### src/hdl/render_command_dependency_tracker_defines.svh
// assertion macros for the render command dependency tracker
// used by rtl files that carry concurrent checks, needs nothing else
`ifndef RENDER_COMMAND_DEPENDENCY_TRACKER_DEFINES_SVH
`define RENDER_COMMAND_DEPENDENCY_TRACKER_DEFINES_SVH

// implication checked at every rising edge outside reset
`define RCDT_ASSERT_IMP(label, ante, cons, msg) \
  label: assert property (@(posedge clk) disable iff (!rst_n) (ante) |-> (cons)) \
    else $error(msg);

// implication whose consequent is checked in the cycle after the antecedent
`define RCDT_ASSERT_NEXT(label, ante, cons, msg) \
  label: assert property (@(posedge clk) disable iff (!rst_n) (ante) |=> (cons)) \
    else $error(msg);

`endif

### src/hdl/rcdt_pkg.sv
// shared types and constants of the render command dependency tracker
// no dependencies
`default_nettype none

package rcdt_pkg;

  localparam int MAX_NODES = 1024;
  localparam int TEX_SLOTS = 16;
  localparam int IDX_W     = $clog2(MAX_NODES + 1);
  localparam int EDGE_W    = 10;
  localparam int SLOT_W    = 4;
  localparam int TEX_W     = (TEX_SLOTS > 1) ? $clog2(TEX_SLOTS) : 1;
  localparam int TRACK_N   = 4 + TEX_SLOTS;
  localparam int POS_W     = $clog2(TRACK_N);

  localparam int IN_DATA_W  = 8;
  localparam int IN_USER_W  = 6;
  localparam int OUT_DATA_W = 24;

  // tracker positions in scan order
  localparam logic [POS_W-1:0] TRK_SHADER = POS_W'(0);
  localparam logic [POS_W-1:0] TRK_FRAME  = POS_W'(1);
  localparam logic [POS_W-1:0] TRK_VERTEX = POS_W'(2);
  localparam logic [POS_W-1:0] TRK_INDEX  = POS_W'(3);
  localparam logic [POS_W-1:0] TRK_TEX0   = POS_W'(4);

  localparam logic [IDX_W-1:0] OWNER_NONE = '1;

  typedef enum logic [2:0] {
    KIND_SHADER  = 3'd0,
    KIND_UNIFORM = 3'd1,
    KIND_BIND    = 3'd2,
    KIND_COLOR   = 3'd3,
    KIND_DEPTH   = 3'd4,
    KIND_DRAW    = 3'd5,
    KIND_OTHER   = 3'd6
  } kind_t;

  typedef enum logic [2:0] {
    RES_FRAME   = 3'd0,
    RES_VERTEX  = 3'd1,
    RES_INDEX   = 3'd2,
    RES_TEXTURE = 3'd3,
    RES_OTHER   = 3'd4
  } res_kind_t;

  typedef enum logic [0:0] {
    ST_IDLE = 1'b0,
    ST_SCAN = 1'b1
  } state_t;

endpackage

`default_nettype wire

### src/hdl/render_command_dependency_tracker.sv
// latency: a command with no edge to emit finishes in the accepting cycle, ready stays high
// uniform, colour, depth and draw scan the trackers in order, one tracker per cycle, and the
// scan stops after the highest tracker that gives an edge
// each edge leaves through the output register, a stalled output holds the scan
// throughput: one command per cycle without edges, no new command is taken while a scan runs
// reset: synchronous active-low rst_n clears numbering, all trackers and the output
`default_nettype none
`include "render_command_dependency_tracker_defines.svh"

module render_command_dependency_tracker (
  input  wire logic                               clk,
  input  wire logic                               rst_n,
  input  wire logic                               in_tvalid,
  output logic                                    in_tready,
  input  wire logic [rcdt_pkg::IN_DATA_W-1:0]     in_tdata,   // slot[3:0], zero fill
  input  wire logic [rcdt_pkg::IN_USER_W-1:0]     in_tuser,   // kind[2:0], resource_kind[5:3]
  input  wire logic                               in_tlast,   // last_command
  output logic                                    out_tvalid,
  input  wire logic                               out_tready,
  output logic [rcdt_pkg::OUT_DATA_W-1:0]         out_tdata,  // edge_src[9:0], edge_dst[19:10]
  output logic                                    out_tlast   // last_edge
);
  import rcdt_pkg::*;

  // sequencer
  state_t               state_r, state_nxt;
  logic [TRACK_N-1:0]   mask_r, mask_nxt;     // trackers still to visit that give an edge
  logic [POS_W-1:0]     pos_r, pos_nxt;       // tracker under the shared select
  logic [IDX_W-1:0]     cur_r, cur_nxt;       // number of the command being scanned
  logic                 last_r, last_nxt;     // clear trackers once the scan ends

  // command numbering and owner trackers
  logic [IDX_W-1:0]     cmd_idx_r, cmd_idx_nxt;
  logic [IDX_W-1:0]     shader_r, shader_nxt;
  logic [IDX_W-1:0]     frame_r, frame_nxt;
  logic [IDX_W-1:0]     vertex_r, vertex_nxt;
  logic [IDX_W-1:0]     index_r, index_nxt;
  logic [IDX_W-1:0]     tex_r   [TEX_SLOTS];
  logic [IDX_W-1:0]     tex_nxt [TEX_SLOTS];

  // output register
  logic                 out_valid_r, out_valid_nxt;
  logic [OUT_DATA_W-1:0] out_data_r, out_data_nxt;
  logic                 out_last_r, out_last_nxt;

  logic                 in_acc;
  logic                 out_free;
  logic [TRACK_N-1:0]   set_vec;      // tracker holds an in-range owner
  logic [TRACK_N-1:0]   new_mask;
  logic [TRACK_N-1:0]   mask_rest;
  logic [IDX_W-1:0]     sel_owner;
  logic [TEX_W-1:0]     tex_sel;
  logic [POS_W-1:0]     tex_pos;
  logic                 emit;
  logic                 step;
  kind_t                in_kind;
  res_kind_t            in_res;
  logic [SLOT_W-1:0]    in_slot;

  assign in_kind  = kind_t'(in_tuser[2:0]);
  assign in_res   = res_kind_t'(in_tuser[5:3]);
  assign in_slot  = in_tdata[SLOT_W-1:0];

  assign in_tready  = (state_r == ST_IDLE);
  assign in_acc     = in_tvalid && in_tready;
  assign out_free   = !out_valid_r || out_tready;
  assign out_tvalid = out_valid_r;
  assign out_tdata  = out_data_r;
  assign out_tlast  = out_last_r;

  // which trackers hold an owner that can source an edge
  always_comb begin
    set_vec[TRK_SHADER] = (shader_r < IDX_W'(MAX_NODES));
    set_vec[TRK_FRAME]  = (frame_r  < IDX_W'(MAX_NODES));
    set_vec[TRK_VERTEX] = (vertex_r < IDX_W'(MAX_NODES));
    set_vec[TRK_INDEX]  = (index_r  < IDX_W'(MAX_NODES));
    for (int t = 0; t < TEX_SLOTS; t++) begin
      set_vec[4 + t] = (tex_r[t] < IDX_W'(MAX_NODES));
    end
  end

  // trackers that the incoming command depends on
  always_comb begin
    new_mask = '0;
    unique case (in_kind)
      KIND_UNIFORM: new_mask[TRK_SHADER] = set_vec[TRK_SHADER];
      KIND_COLOR,
      KIND_DEPTH:   new_mask[TRK_FRAME] = set_vec[TRK_FRAME];
      KIND_DRAW:    new_mask = set_vec;
      default:      new_mask = '0;
    endcase
    // destination out of range gives no edge at all
    if (cmd_idx_r >= IDX_W'(MAX_NODES)) begin
      new_mask = '0;
    end
  end

  // shared tracker select for the scan position
  assign tex_pos = pos_r - TRK_TEX0;
  assign tex_sel = tex_pos[TEX_W-1:0];

  always_comb begin
    priority if (pos_r == TRK_SHADER) begin
      sel_owner = shader_r;
    end else if (pos_r == TRK_FRAME) begin
      sel_owner = frame_r;
    end else if (pos_r == TRK_VERTEX) begin
      sel_owner = vertex_r;
    end else if (pos_r == TRK_INDEX) begin
      sel_owner = index_r;
    end else begin
      sel_owner = tex_r[tex_sel];
    end
  end

  assign mask_rest = mask_r >> 1;
  assign emit      = (state_r == ST_SCAN) && mask_r[0] && out_free;
  assign step      = (state_r == ST_SCAN) && (!mask_r[0] || out_free);

  // next state and datapath
  always_comb begin
    state_nxt     = state_r;
    mask_nxt      = mask_r;
    pos_nxt       = pos_r;
    cur_nxt       = cur_r;
    last_nxt      = last_r;
    cmd_idx_nxt   = cmd_idx_r;
    shader_nxt    = shader_r;
    frame_nxt     = frame_r;
    vertex_nxt    = vertex_r;
    index_nxt     = index_r;
    tex_nxt       = tex_r;
    out_valid_nxt = out_valid_r;
    out_data_nxt  = out_data_r;
    out_last_nxt  = out_last_r;

    if (out_valid_r && out_tready) begin
      out_valid_nxt = 1'b0;
    end

    unique case (state_r)
      ST_IDLE: begin
        if (in_acc) begin
          cur_nxt  = cmd_idx_r;
          last_nxt = in_tlast;
          mask_nxt = new_mask;
          pos_nxt  = '0;
          if (cmd_idx_r < IDX_W'(MAX_NODES)) begin
            cmd_idx_nxt = cmd_idx_r + IDX_W'(1);
          end
          // owner updates come only from commands that emit nothing
          if (in_kind == KIND_SHADER) begin
            shader_nxt = cmd_idx_r;
          end else if (in_kind == KIND_BIND) begin
            priority case (in_res)
              RES_FRAME:   frame_nxt  = cmd_idx_r;
              RES_VERTEX:  vertex_nxt = cmd_idx_r;
              RES_INDEX:   index_nxt  = cmd_idx_r;
              RES_TEXTURE: begin
                if ({1'b0, in_slot} < (SLOT_W + 1)'(TEX_SLOTS)) begin
                  tex_nxt[in_slot[TEX_W-1:0]] = cmd_idx_r;
                end
              end
              default: ;
            endcase
          end
          if (new_mask != '0) begin
            state_nxt = ST_SCAN;
          end else if (in_tlast) begin
            cmd_idx_nxt = '0;
            shader_nxt  = OWNER_NONE;
            frame_nxt   = OWNER_NONE;
            vertex_nxt  = OWNER_NONE;
            index_nxt   = OWNER_NONE;
            for (int t = 0; t < TEX_SLOTS; t++) begin
              tex_nxt[t] = OWNER_NONE;
            end
          end
        end
      end
      ST_SCAN: begin
        if (emit) begin
          out_valid_nxt = 1'b1;
          out_data_nxt  = {(OUT_DATA_W - 2 * EDGE_W)'(0),
                           cur_r[EDGE_W-1:0], sel_owner[EDGE_W-1:0]};
          out_last_nxt  = (mask_rest == '0);
        end
        if (step) begin
          mask_nxt = mask_rest;
          pos_nxt  = pos_r + POS_W'(1);
          if (mask_rest == '0) begin
            state_nxt = ST_IDLE;
            if (last_r) begin
              cmd_idx_nxt = '0;
              shader_nxt  = OWNER_NONE;
              frame_nxt   = OWNER_NONE;
              vertex_nxt  = OWNER_NONE;
              index_nxt   = OWNER_NONE;
              for (int t = 0; t < TEX_SLOTS; t++) begin
                tex_nxt[t] = OWNER_NONE;
              end
            end
          end
        end
      end
      default: state_nxt = ST_IDLE;
    endcase
  end

  // state and control registers
  always_ff @(posedge clk) begin
    if (!rst_n) begin
      state_r     <= ST_IDLE;
      mask_r      <= '0;
      pos_r       <= '0;
      cmd_idx_r   <= '0;
      shader_r    <= OWNER_NONE;
      frame_r     <= OWNER_NONE;
      vertex_r    <= OWNER_NONE;
      index_r     <= OWNER_NONE;
      for (int t = 0; t < TEX_SLOTS; t++) begin
        tex_r[t] <= OWNER_NONE;
      end
      out_valid_r <= 1'b0;
    end else begin
      state_r     <= state_nxt;
      mask_r      <= mask_nxt;
      pos_r       <= pos_nxt;
      cmd_idx_r   <= cmd_idx_nxt;
      shader_r    <= shader_nxt;
      frame_r     <= frame_nxt;
      vertex_r    <= vertex_nxt;
      index_r     <= index_nxt;
      tex_r       <= tex_nxt;
      out_valid_r <= out_valid_nxt;
    end
  end

  // payload registers
  always_ff @(posedge clk) begin
    cur_r      <= cur_nxt;
    last_r     <= last_nxt;
    out_data_r <= out_data_nxt;
    out_last_r <= out_last_nxt;
  end

  // a scan is only entered with work pending
  `RCDT_ASSERT_IMP(a_scan_has_work, state_r == ST_SCAN, mask_r != '0,
    "scan running with no tracker left")
  // the final edge of a command ends its scan
  `RCDT_ASSERT_NEXT(a_last_edge_ends_scan, emit && out_last_nxt, state_r == ST_IDLE,
    "scan continued after final edge")
  // numbering holds still while a scan continues
  `RCDT_ASSERT_NEXT(a_index_stable, state_r == ST_SCAN && state_nxt == ST_SCAN,
    $stable(cmd_idx_r), "command number moved during scan")
  // scan position never runs past the trackers
  `RCDT_ASSERT_IMP(a_pos_range, state_r == ST_SCAN, pos_r < POS_W'(TRACK_N),
    "scan position beyond last tracker")

endmodule

`default_nettype wire

### config.mk
export PLATFORM = sky130hd
export DESIGN_NAME = render_command_dependency_tracker
export DESIGN_NICKNAME = d
export VERILOG_FILES = /design/src/hdl/rcdt_pkg.sv /design/src/hdl/render_command_dependency_tracker.sv
export VERILOG_INCLUDE_DIRS = /design/src /design/src/hdl
export SDC_FILE = /design/constraint.sdc
export NUM_CORES = 1
export LEC_CHECK = 0
export BUFFER_PORTS_ARGS = -buffer_cell sky130_fd_sc_hd__buf_2
export CAP_MARGIN = 5
export CORE_MARGIN = 1
export CORE_UTILIZATION = 60
export DETAILED_ROUTE_END_ITERATION = 10
export PLACE_DENSITY = 0.76
export SLEW_MARGIN = 20
export SYNTH_ARGS = -nofsm -noshare
export SYNTH_HDL_FRONTEND = slang
export SYNTH_SLANG_ARGS = --single-unit
export TNS_END_PERCENT = 10
### constraint.sdc
create_clock -name clk -period 4.9 [get_ports clk]
set_input_delay 0.735 -clock clk [delete_from_list [all_inputs] [get_ports clk]]
set_output_delay 0.735 -clock clk [all_outputs]
set_load 0.03 [all_outputs]
==> results.json, run 1 <==
{
  "routed_via_density": 6.793,
  "leakagePower_nw": 4.549,
  "cts_setup_buffers": 0,
  "final_cell_area_um2": 14690,
  "via_count": 11527,
  "finalMaxSlewViolations": 0,
  "final_cell_mix": "nand3_1 (282), dfxtp_1 (255), o21ai_0 (208)",
  "worst_pin_slew_ns": 1.172,
  "dp_slack_ns": 1.569,
  "fmax_ghz": 0.3170,
  "stdcell_count": 1697,
  "ios": 46,
  "portBuffers": 37,
  "grt_max_degree": 177,
  "gr-total-overflow": 0,
  "syn_inst": 1463,
  "dp_hpwl_um": 22420,
  "drtIter0Drc": 1435,
  "start_util_pct": 61.83,
  "die-height_um": 152.9,
  "synth.distinct_cells": 63,
  "wl_per_cell_um": 21.86,
  "cp.arrival_ns": 3.45,
  "core_area_um2": 22090,
  "dpl.cell_count": 1644,
  "synth-seq-area-share_pct": 44.84,
  "fp.dieW_um": 152.9,
  "rows": 54,
  "status": "complete, no violations",
  "cp-end-kind": "register",
  "place_congestion": 0.8525,
  "layout_commonest_cell": "nand3_1",
  "ys_seq_elements": 290,
  "syn_area_per_cell_um2": 9.337,
  "grt_pass1_wl_um": 59540,
  "grt_pass1_vias": 10861,
  "finalCoreUtilization_pct": 66.50,
  "async_reset_ff_share_pct": 0,
  "ant_nets": 0,
  "cts_hold_buffers": 0,
  "drive_gt1_share_pct": 19.92,
  "finalCritPeriodShare_pct": 64.38,
  "clkTransAtPathRegs_ns": 0.06,
  "cts_inserted_buffers": 30,
  "dr.pass1.iters": 5,
  "skew_ns": 0.009568,
  "synth-edff-count": 32,
  "clock_latency_ns": 0.56,
  "cts_tree": "yes",
  "max-vdd-ir-drop_mv": 0.2801,
  "track_usage_pct": 31.58,
  "grt_antenna_before_repair": 2,
  "yosys_warnings": 0,
  "drv_cap": 0,
  "htree_levels": 1,
  "hp-class": "primary input to register",
  "ys.flop_type": "dfxtp_1",
  "rsz0062_at_grt": "false",
  "min_period_ns": 3.155,
  "drc_errors": 0,
  "cp.required_ns": 5.19,
  "setup_viol": 0,
  "place_area_um2": 13740,
  "clock_path_buffers": 3,
  "path_class": "register to register",
  "synthesis.area_um2": 13660,
  "hold_violations": 0,
  "clock-root-buffer": "clkbuf_16",
  "die_area_um2": 23380,
  "cp_max_fo": 29,
  "ctsResizeCount": 0,
  "relSlewSlack_pct": 21.74,
  "tns_ns": 0,
  "fin_ws_ns": 1.745,
  "fin_nets": 1423,
  "power_density_nw_per_um2": 332.1,
  "routed_wl_um": 37090,
  "critPathLaunchType": "register",
  "clock_sinks": 290,
  "area_growth_pct": 7.556
}
-- critical path, cell delays in order (launching register included) --
cell	delay, ns
dfxtp_1	0.38
inv_1	0.10
ha_2	0.99
mux4_2	0.61
nand2_1	0.13
nand2_1	0.13
a22oi_1	0.39
a21oi_1	0.13
-- metal layers --
metal	global-route usage (%)	wire, um	vias to the layer above
li1	-	-	5269
met2	50.96	17370	584
met5	0	0	-
met3	3.998	3067	86
met4	10.10	1058	0
met1	44.19	15590	5588
-- logic make-up after synthesis --
group | Yosys count | synth area share [%]
fa+ha+maj | 8 | 0.7328
xor+xnor | 5 | 0.3206
simple gates | 563 | 24.01
buf+inv | 187 | 6.228
mux | 51 | 7.501
compound gates | 358 | 16.34
other cells | 1 | 0.02745
flops | 290 | 44.84
-- path summary, 6_finish.rpt --
kind                                from             to  slack [ns]  cells after the start
worst max-delay path            pos_r[2]   out_tdata[6]        1.75                      7
worst min register to register  cur_r[7]  out_tdata[17]        0.42                      0
worst max register to register  pos_r[2]   out_tdata[6]        1.75                      7
worst min-delay path            in_tlast         last_r        0.40                      1
-- metrics by stage --
stage | hold WS (ns) | power (mW)
floorplan | 0.4003 | 2.662
global placement | 0.4004 | 2.710
detailed placement | 0.4045 | 2.711
CTS | 0.3943 | 4.882
global route | 0.4114 | 4.996
finish | 0.4016 | 4.879
-- flip-flops by register name, summed over array words and instances (netlist names) --
register    flops
cur_r          10
out_tlast       1
mask_r         20
shader_r       11
last_r          1
out_tvalid      1
pos_r           5
index_r        11
frame_r        11
state_r         1
cmd_idx_r      11
vertex_r       11
tex_r         176
out_tdata      20
-- cell usage after synthesis, drive strengths merged, types with 3 or more instances --
cell type	n	share of area, %
nand2b	5	0.23
edfxtp	32	7.0
nand3b	3	0.16
nor3	30	1.1
xnor2	4	0.26
o22ai	10	0.46
ha	8	0.73
a221oi	12	0.77
nand4	8	0.41
a21oi	21	0.77
mux2	11	0.91
inv	17	0.47
or4	3	0.19
nor2	43	1.2
nand2	60	1.6
or3	8	0.37
a22oi	10	0.55
o311ai	13	0.83
o21a	3	0.16
o211ai	26	1.8
and3	8	0.37
clkinv	3	0.082
o22a	22	1.4
buf	45	2.3
nor2b	5	0.23
a211oi	14	0.81
nor4	5	0.37
nor3b	4	0.26
dfxtp	258	38
o2111ai	8	0.51
mux4	40	6.6
nand3	372	17
o21ai	210	7.7
clkbuf	122	3.4
-- power by group --
group / switching [mW] / internal (mW) / leakage (nW)
Sequential: 0.0118 / 2.41 / 2.39
Combinational: 0.188 / 0.0537 / 1.69
Clock: 0.930 / 1.28 / 0.461
Total: 1.13 / 3.75 / 4.55
-- area by class of cell --
| cell class | instances | area [um^2] |
|---|---|---|
| fill | 1745 | 7401 |
| multi-input combinational | 989 | 6753 |
| sequential | 290 | 6130 |
| clock buffer | 41 | 833.3 |
| timing repair buffer | 65 | 445.4 |
| tap | 280 | 350.3 |
| clock inverter | 11 | 103.9 |
| inverter | 20 | 75.07 |
| antenna | 1 | 2.502 |
(Power assumes the default switching activity.)
==> run 2: changes to the inputs <==
==> constraint.sdc (replaced) <==
create_clock -name clk -period 3.2 [get_ports clk]
set_input_delay 0.48 -clock clk [delete_from_list [all_inputs] [get_ports clk]]
set_output_delay 0.48 -clock clk [all_outputs]
set_load 0.03 [all_outputs]
==> run 2 against run 1 <==
Final cell count is 1.9% higher. Global-route usage is 0.62 points higher. Largest power group unchanged. Combinational power is 59% higher. Clock power is 49% higher. Sequential share of layout area is 0.77 points lower. Flip-flop and latch count stayed put. Critical endpoint is now shader_r[3]. Fmax is 11% higher. First-iteration DRC count is 24% lower. Register-to-register slack worse by 1.4 ns. Routed wire length is 2.6% higher.
==> results.json, run 2 (synthesis gave the netlist of run 1 again) <==
{
  "status": "complete, no violations",
  "drc_errors": 0,
  "place_congestion": 0.9251,
  "grt_pass1_vias": 11115,
  "wl_per_cell_um": 22.00,
  "finalMaxSlewViolations": 0,
  "cts_inserted_buffers": 30,
  "cp_max_fo": 15,
  "met2_usage_pct": 52.23,
  "diodes": 0,
  "busiest_layer": "met2",
  "met1_usage_pct": 43.47,
  "critPathLaunchType": "register",
  "cts_setup_buffers": 0,
  "start_util_pct": 61.83,
  "cts_tree": "yes",
  "finalCritPeriodShare_pct": 89.10,
  "min_period_ns": 2.851,
  "ctsResizeCount": 0,
  "via_count": 11802,
  "setup_viol": 0,
  "htree_levels": 1,
  "routed_via_density": 6.826,
  "dp_hpwl_um": 24090,
  "drv_cap": 0,
  "clock_latency_ns": 0.55,
  "drive_gt1_share_pct": 21.12,
  "whs_path_depth": 1,
  "rows": 54,
  "cp.arrival_ns": 3.33,
  "cp.required_ns": 3.68,
  "dr.pass1.iters": 6,
  "largest_register_ffs": 176,
  "grt_max_degree": 100,
  "gr-total-overflow": 0,
  "die-height_um": 152.9,
  "clock_path_buffers": 3,
  "layout_commonest_cell": "nand3_1",
  "clkTransAtPathRegs_ns": 0.06,
  "r2r.worst_path.cells": 7,
  "skew_ns": 0.01461,
  "final_cell_mix": "nand3_1 (282), dfxtp_1 (257), o21ai_0 (208)",
  "fp.dieW_um": 152.9,
  "cp-end-kind": "register",
  "power_density_nw_per_um2": 494.1,
  "track_usage_pct": 32.20,
  "die_area_um2": 23380,
  "drtIter0Drc": 1086,
  "clock_sinks": 290,
  "rsz0062_at_grt": "false",
  "routed_wl_um": 38040,
  "grt_antenna_before_repair": 0,
  "max-vdd-ir-drop_mv": 0.3894,
  "ios": 46,
  "hp-class": "primary input to register",
  "area_growth_pct": 9.544,
  "cts_hold_buffers": 0,
  "dpl.cell_count": 1678,
  "relSlewSlack_pct": 32.29,
  "holdWs_ns": 0.1511,
  "tns_ns": 0,
  "regMostFlops": "tex_r",
  "global_route.usage.met3_pct": 5.189,
  "core_area_um2": 22090,
  "leakagePower_nw": 4.717,
  "stdcell_count": 1729,
  "grt_pass1_wl_um": 60260,
  "clock-root-buffer": "clkbuf_16",
  "hold_violations": 0,
  "fmax_ghz": 0.3507,
  "path_class": "register to register",
  "ant_nets": 0,
  "worst_pin_slew_ns": 1.011,
  "portBuffers": 37,
  "fin_nets": 1457
}
[run 2: changes by cell type in the layout (fill, tap and decap cells not counted), sizes merged]
cell and change:
inv -1, bufinv -1, clkbuf +3, clkinv -2, diode -1, buf +34
[run 2: worst max-delay path, cell delays in order, from the launching register on]
cell and delay, ns:
dfxtp_1 0.63, clkinv_1 0.37, nand3_1 0.18, buf_4 0.21
a211oi_2 0.08, buf_4 0.22, o211ai_1 0.82, o22a_1 0.27
[run 2: area by class of cell]
| cell class | instances | area [um^2] |
|---|---|---|
| Tap cell | 280 | 350.3 |
| Sequential cell | 290 | 6127 |
| Timing Repair Buffer | 99 | 775.7 |
| Clock buffer | 44 | 854.6 |
| Multi-Input combinational cell | 989 | 6726 |
| Clock inverter | 7 | 55.05 |
| Fill cell | 1722 | 7129 |
| Inverter | 20 | 75.07 |
[run 2: path summary, 6_finish.rpt]
check	slack, ns	end	from
worst min-delay path	0.15	last_r	in_tlast
worst max-delay path	0.35	shader_r[3]	state_r
worst min register to register	0.41	out_tdata[18]	cur_r[8]
worst max register to register	0.35	shader_r[3]	state_r
[run 2: power by group]
part	switching (mW)	internal (mW)
sequential	0.0211	3.70
combinational	0.288	0.0969
clock	1.39	1.90
[run 2: metrics by stage]
stage / util [%] / power [mW] / worst slack (ns) / instance area [um^2]
4_1_cts: 67.73 / 7.407 / 0.4516 / 14960
2_1_floorplan: - / 4.076 / 0.8139 / 13670
3_5_place_dp: 63.61 / 4.171 / 0.4679 / 14050
3_3_place_gp: 63.61 / 4.167 / 0.5852 / 14050
6_report: 67.73 / 7.394 / 0.3489 / 14960
5_1_grt: 67.73 / 7.594 / 0.2000 / 14960
[run 2: routing by layer]
metal	wire length [um]	up-vias
met2	17910	576
met1	15540	5800
met5	0	-
li1	-	5333
met3	3363	93
met4	1234	0
==> run 3: changes to the inputs <==
--- a/config.mk
+++ b/config.mk
@@ -9,9 +9,9 @@
 export BUFFER_PORTS_ARGS = -buffer_cell sky130_fd_sc_hd__buf_2
 export CAP_MARGIN = 5
 export CORE_MARGIN = 1
-export CORE_UTILIZATION = 60
+export CORE_UTILIZATION = 62
 export DETAILED_ROUTE_END_ITERATION = 10
-export PLACE_DENSITY = 0.76
+export PLACE_DENSITY = 0.79
 export SLEW_MARGIN = 20
 export SYNTH_ARGS = -nofsm -noshare
 export SYNTH_HDL_FRONTEND = slang
==> run 3 against run 2 <==
Critical path depth down 1. Final cell count about the same. Sequential power about the same. Fmax down 2.8%. Final area up 0.18%. Largest power group unchanged.
==> results.json, run 3 (synthesis gave the netlist of run 1 again) <==
{
  "seqPwrFrac_pct": 49.0,
  "combPwrFrac_pct": 5.0,
  "grt_max_degree": 199,
  "p_total_mw": 7.578,
  "dp_hpwl_um": 23880,
  "hp-class": "primary input to register",
  "drive_gt1_share_pct": 21.89,
  "cp-end-kind": "register",
  "finalMaxSlewViolations": 0,
  "stdcell_count": 1728,
  "diodes": 0,
  "setup_viol": 0,
  "core_area_um2": 21290,
  "grt_pass1_vias": 11110,
  "status": "complete, no violations",
  "fin_nets": 1460,
  "hold_path.startpoint": "in_tlast",
  "start_util_pct": 64.17,
  "tns_ns": 0,
  "clock-root-buffer": "clkbuf_16",
  "max_stage_delay_ns": 0.51,
  "clock_sinks": 290,
  "track_usage_pct": 34.14,
  "internal_power_mw": 5.833,
  "leakagePower_nw": 4.742,
  "skew_ns": 0.01654,
  "regMostFlops": "tex_r",
  "die-height_um": 150.4,
  "path_buf_inv": 1,
  "cp_cell_sequence": "nand2b_1 > nand2_1 > o21ba_1 > or3_4 > buf_12 > o311ai_0",
  "routed_wl_um": 38300,
  "ant_nets": 0,
  "cts_tree": "yes",
  "gr-total-overflow": 0,
  "drtIter0Drc": 1300,
  "final_cell_mix": "nand3_1 (282), dfxtp_1 (257), o21ai_0 (208)",
  "cts_hold_buffers": 0,
  "r2r-start": "state_r",
  "critPathLaunchType": "register",
  "fp.dieW_um": 150.4,
  "startpoint": "state_r",
  "place_congestion": 0.8873,
  "cp_max_fo": 198,
  "drc_errors": 0,
  "cp.required_ns": 3.53,
  "cpLargestDelayFamily": "simple AND/OR/NAND/NOR gates",
  "clockPowerShare_pct": 46.0,
  "clock_path_buffers": 3,
  "via_count": 11847,
  "cts_inserted_buffers": 29,
  "switchingPower_mw": 1.745,
  "dpl.cell_count": 1677,
  "power_density_nw_per_um2": 505.5,
  "ctsResizeCount": 0,
  "area_growth_pct": 9.736,
  "min_period_ns": 2.933,
  "worst_pin_slew_ns": 1.366,
  "finalCritPeriodShare_pct": 91.66,
  "cpMaxStageDelayCell": "buf_12",
  "holdWs_ns": 0.1370,
  "rsz0062_at_grt": "false",
  "wl_per_cell_um": 22.16,
  "dr.pass1.iters": 8,
  "die_area_um2": 22630,
  "clkTransAtPathRegs_ns": 0.06,
  "hold_violations": 0,
  "routed_via_density": 6.856,
  "grt_pass1_wl_um": 60110,
  "max-vdd-ir-drop_mv": 0.4925,
  "rows": 53,
  "relSlewSlack_pct": 8.964,
  "drv_cap": 0,
  "clock_latency_ns": 0.56,
  "portBuffers": 37,
  "reg2reg_setup_slack_ns": 0.27,
  "largest_register_ffs": 176,
  "layout_commonest_cell": "nand3_1",
  "fmax_ghz": 0.3409,
  "swShare_pct": 23.03,
  "path_class": "register to register",
  "cp.arrival_ns": 3.27,
  "cts_setup_buffers": 0,
  "grt_antenna_before_repair": 1,
  "ios": 46,
  "htree_levels": 1
}
==> run 3: cell types whose count changed in the layout (fill, tap and decap cells not counted) <==
| cell | before | now |
|---|---|---|
| bufinv_16 | 1 | 4 |
| clkbuf_16 | 31 | 29 |
| clkbuf_1 | 10 | 6 |
| clkinvlp_4 | 0 | 3 |
| buf_4 | 52 | 60 |
| clkinv_1 | 7 | 3 |
| buf_12 | 10 | 6 |
| clkinv_2 | 2 | 6 |
==> run 3: area by class of cell <==
class	count	area (um^2)
clock buffers	38	789.5
repair buffers	103	755.7
flip-flops and latches	290	6127
inverters	20	75.07
multi-input cells	989	6726
well taps	275	344.1
fillers	1618	6296
clock inverters	13	172.7
==> run 3: worst reg2reg max path, delay by kind of cell, from the launching register on <==
| family | cells | cell delay [ns] |
|---|---|---|
| AO/OA/AOI/OAI | 2 | 1.15 |
| flip-flops | 1 | 0.32 |
| AND/OR/NAND/NOR | 3 | 0.75 |
| buffers and inverters | 1 | 0.51 |
==> run 3: final timing paths <==
path                                       to  cells after the start
worst max register to register     index_r[8]                      6
worst min-delay path                   last_r                      1
worst max-delay path               index_r[8]                      6
worst min register to register  out_tdata[12]                      0
==> run 3: power by group through the flow <==
stage                     Sequential [mW]  Clock, mW  Combinational, mW
after floorplan                      3.79          0              0.289
after global placement               3.79          0              0.362
after detailed placement             3.79          0              0.365
after CTS                            3.71       3.50              0.366
after global routing                 3.72       3.64              0.397
final                                3.71       3.49              0.377
==> run 3: per-layer routing <==
layer | wire length (um) | part of all wire (%) | up-vias | GRT usage (%)
met1 | 15300 | 40 | 5739 | 45.83
met5 | 0 | 0 | - | 0
met3 | 3496 | 9.1 | 119 | 4.909
li1 | - | - | 5348 | -
met2 | 18010 | 47 | 641 | 55.51
met4 | 1486 | 3.9 | 0 | 13.48
==> run 3: stage by stage <==
step | util [%] | worst slack (ns) | instance area [um^2]
3_5_place_dp | 65.90 | 0.3609 | 14030
2_1_floorplan | - | 0.8139 | 13670
3_3_place_gp | 65.90 | 0.3978 | 14030
6_report | 70.42 | 0.2668 | 14990
4_1_cts | 70.42 | 0.4825 | 14990
5_1_grt | 70.42 | 0.2756 | 14990
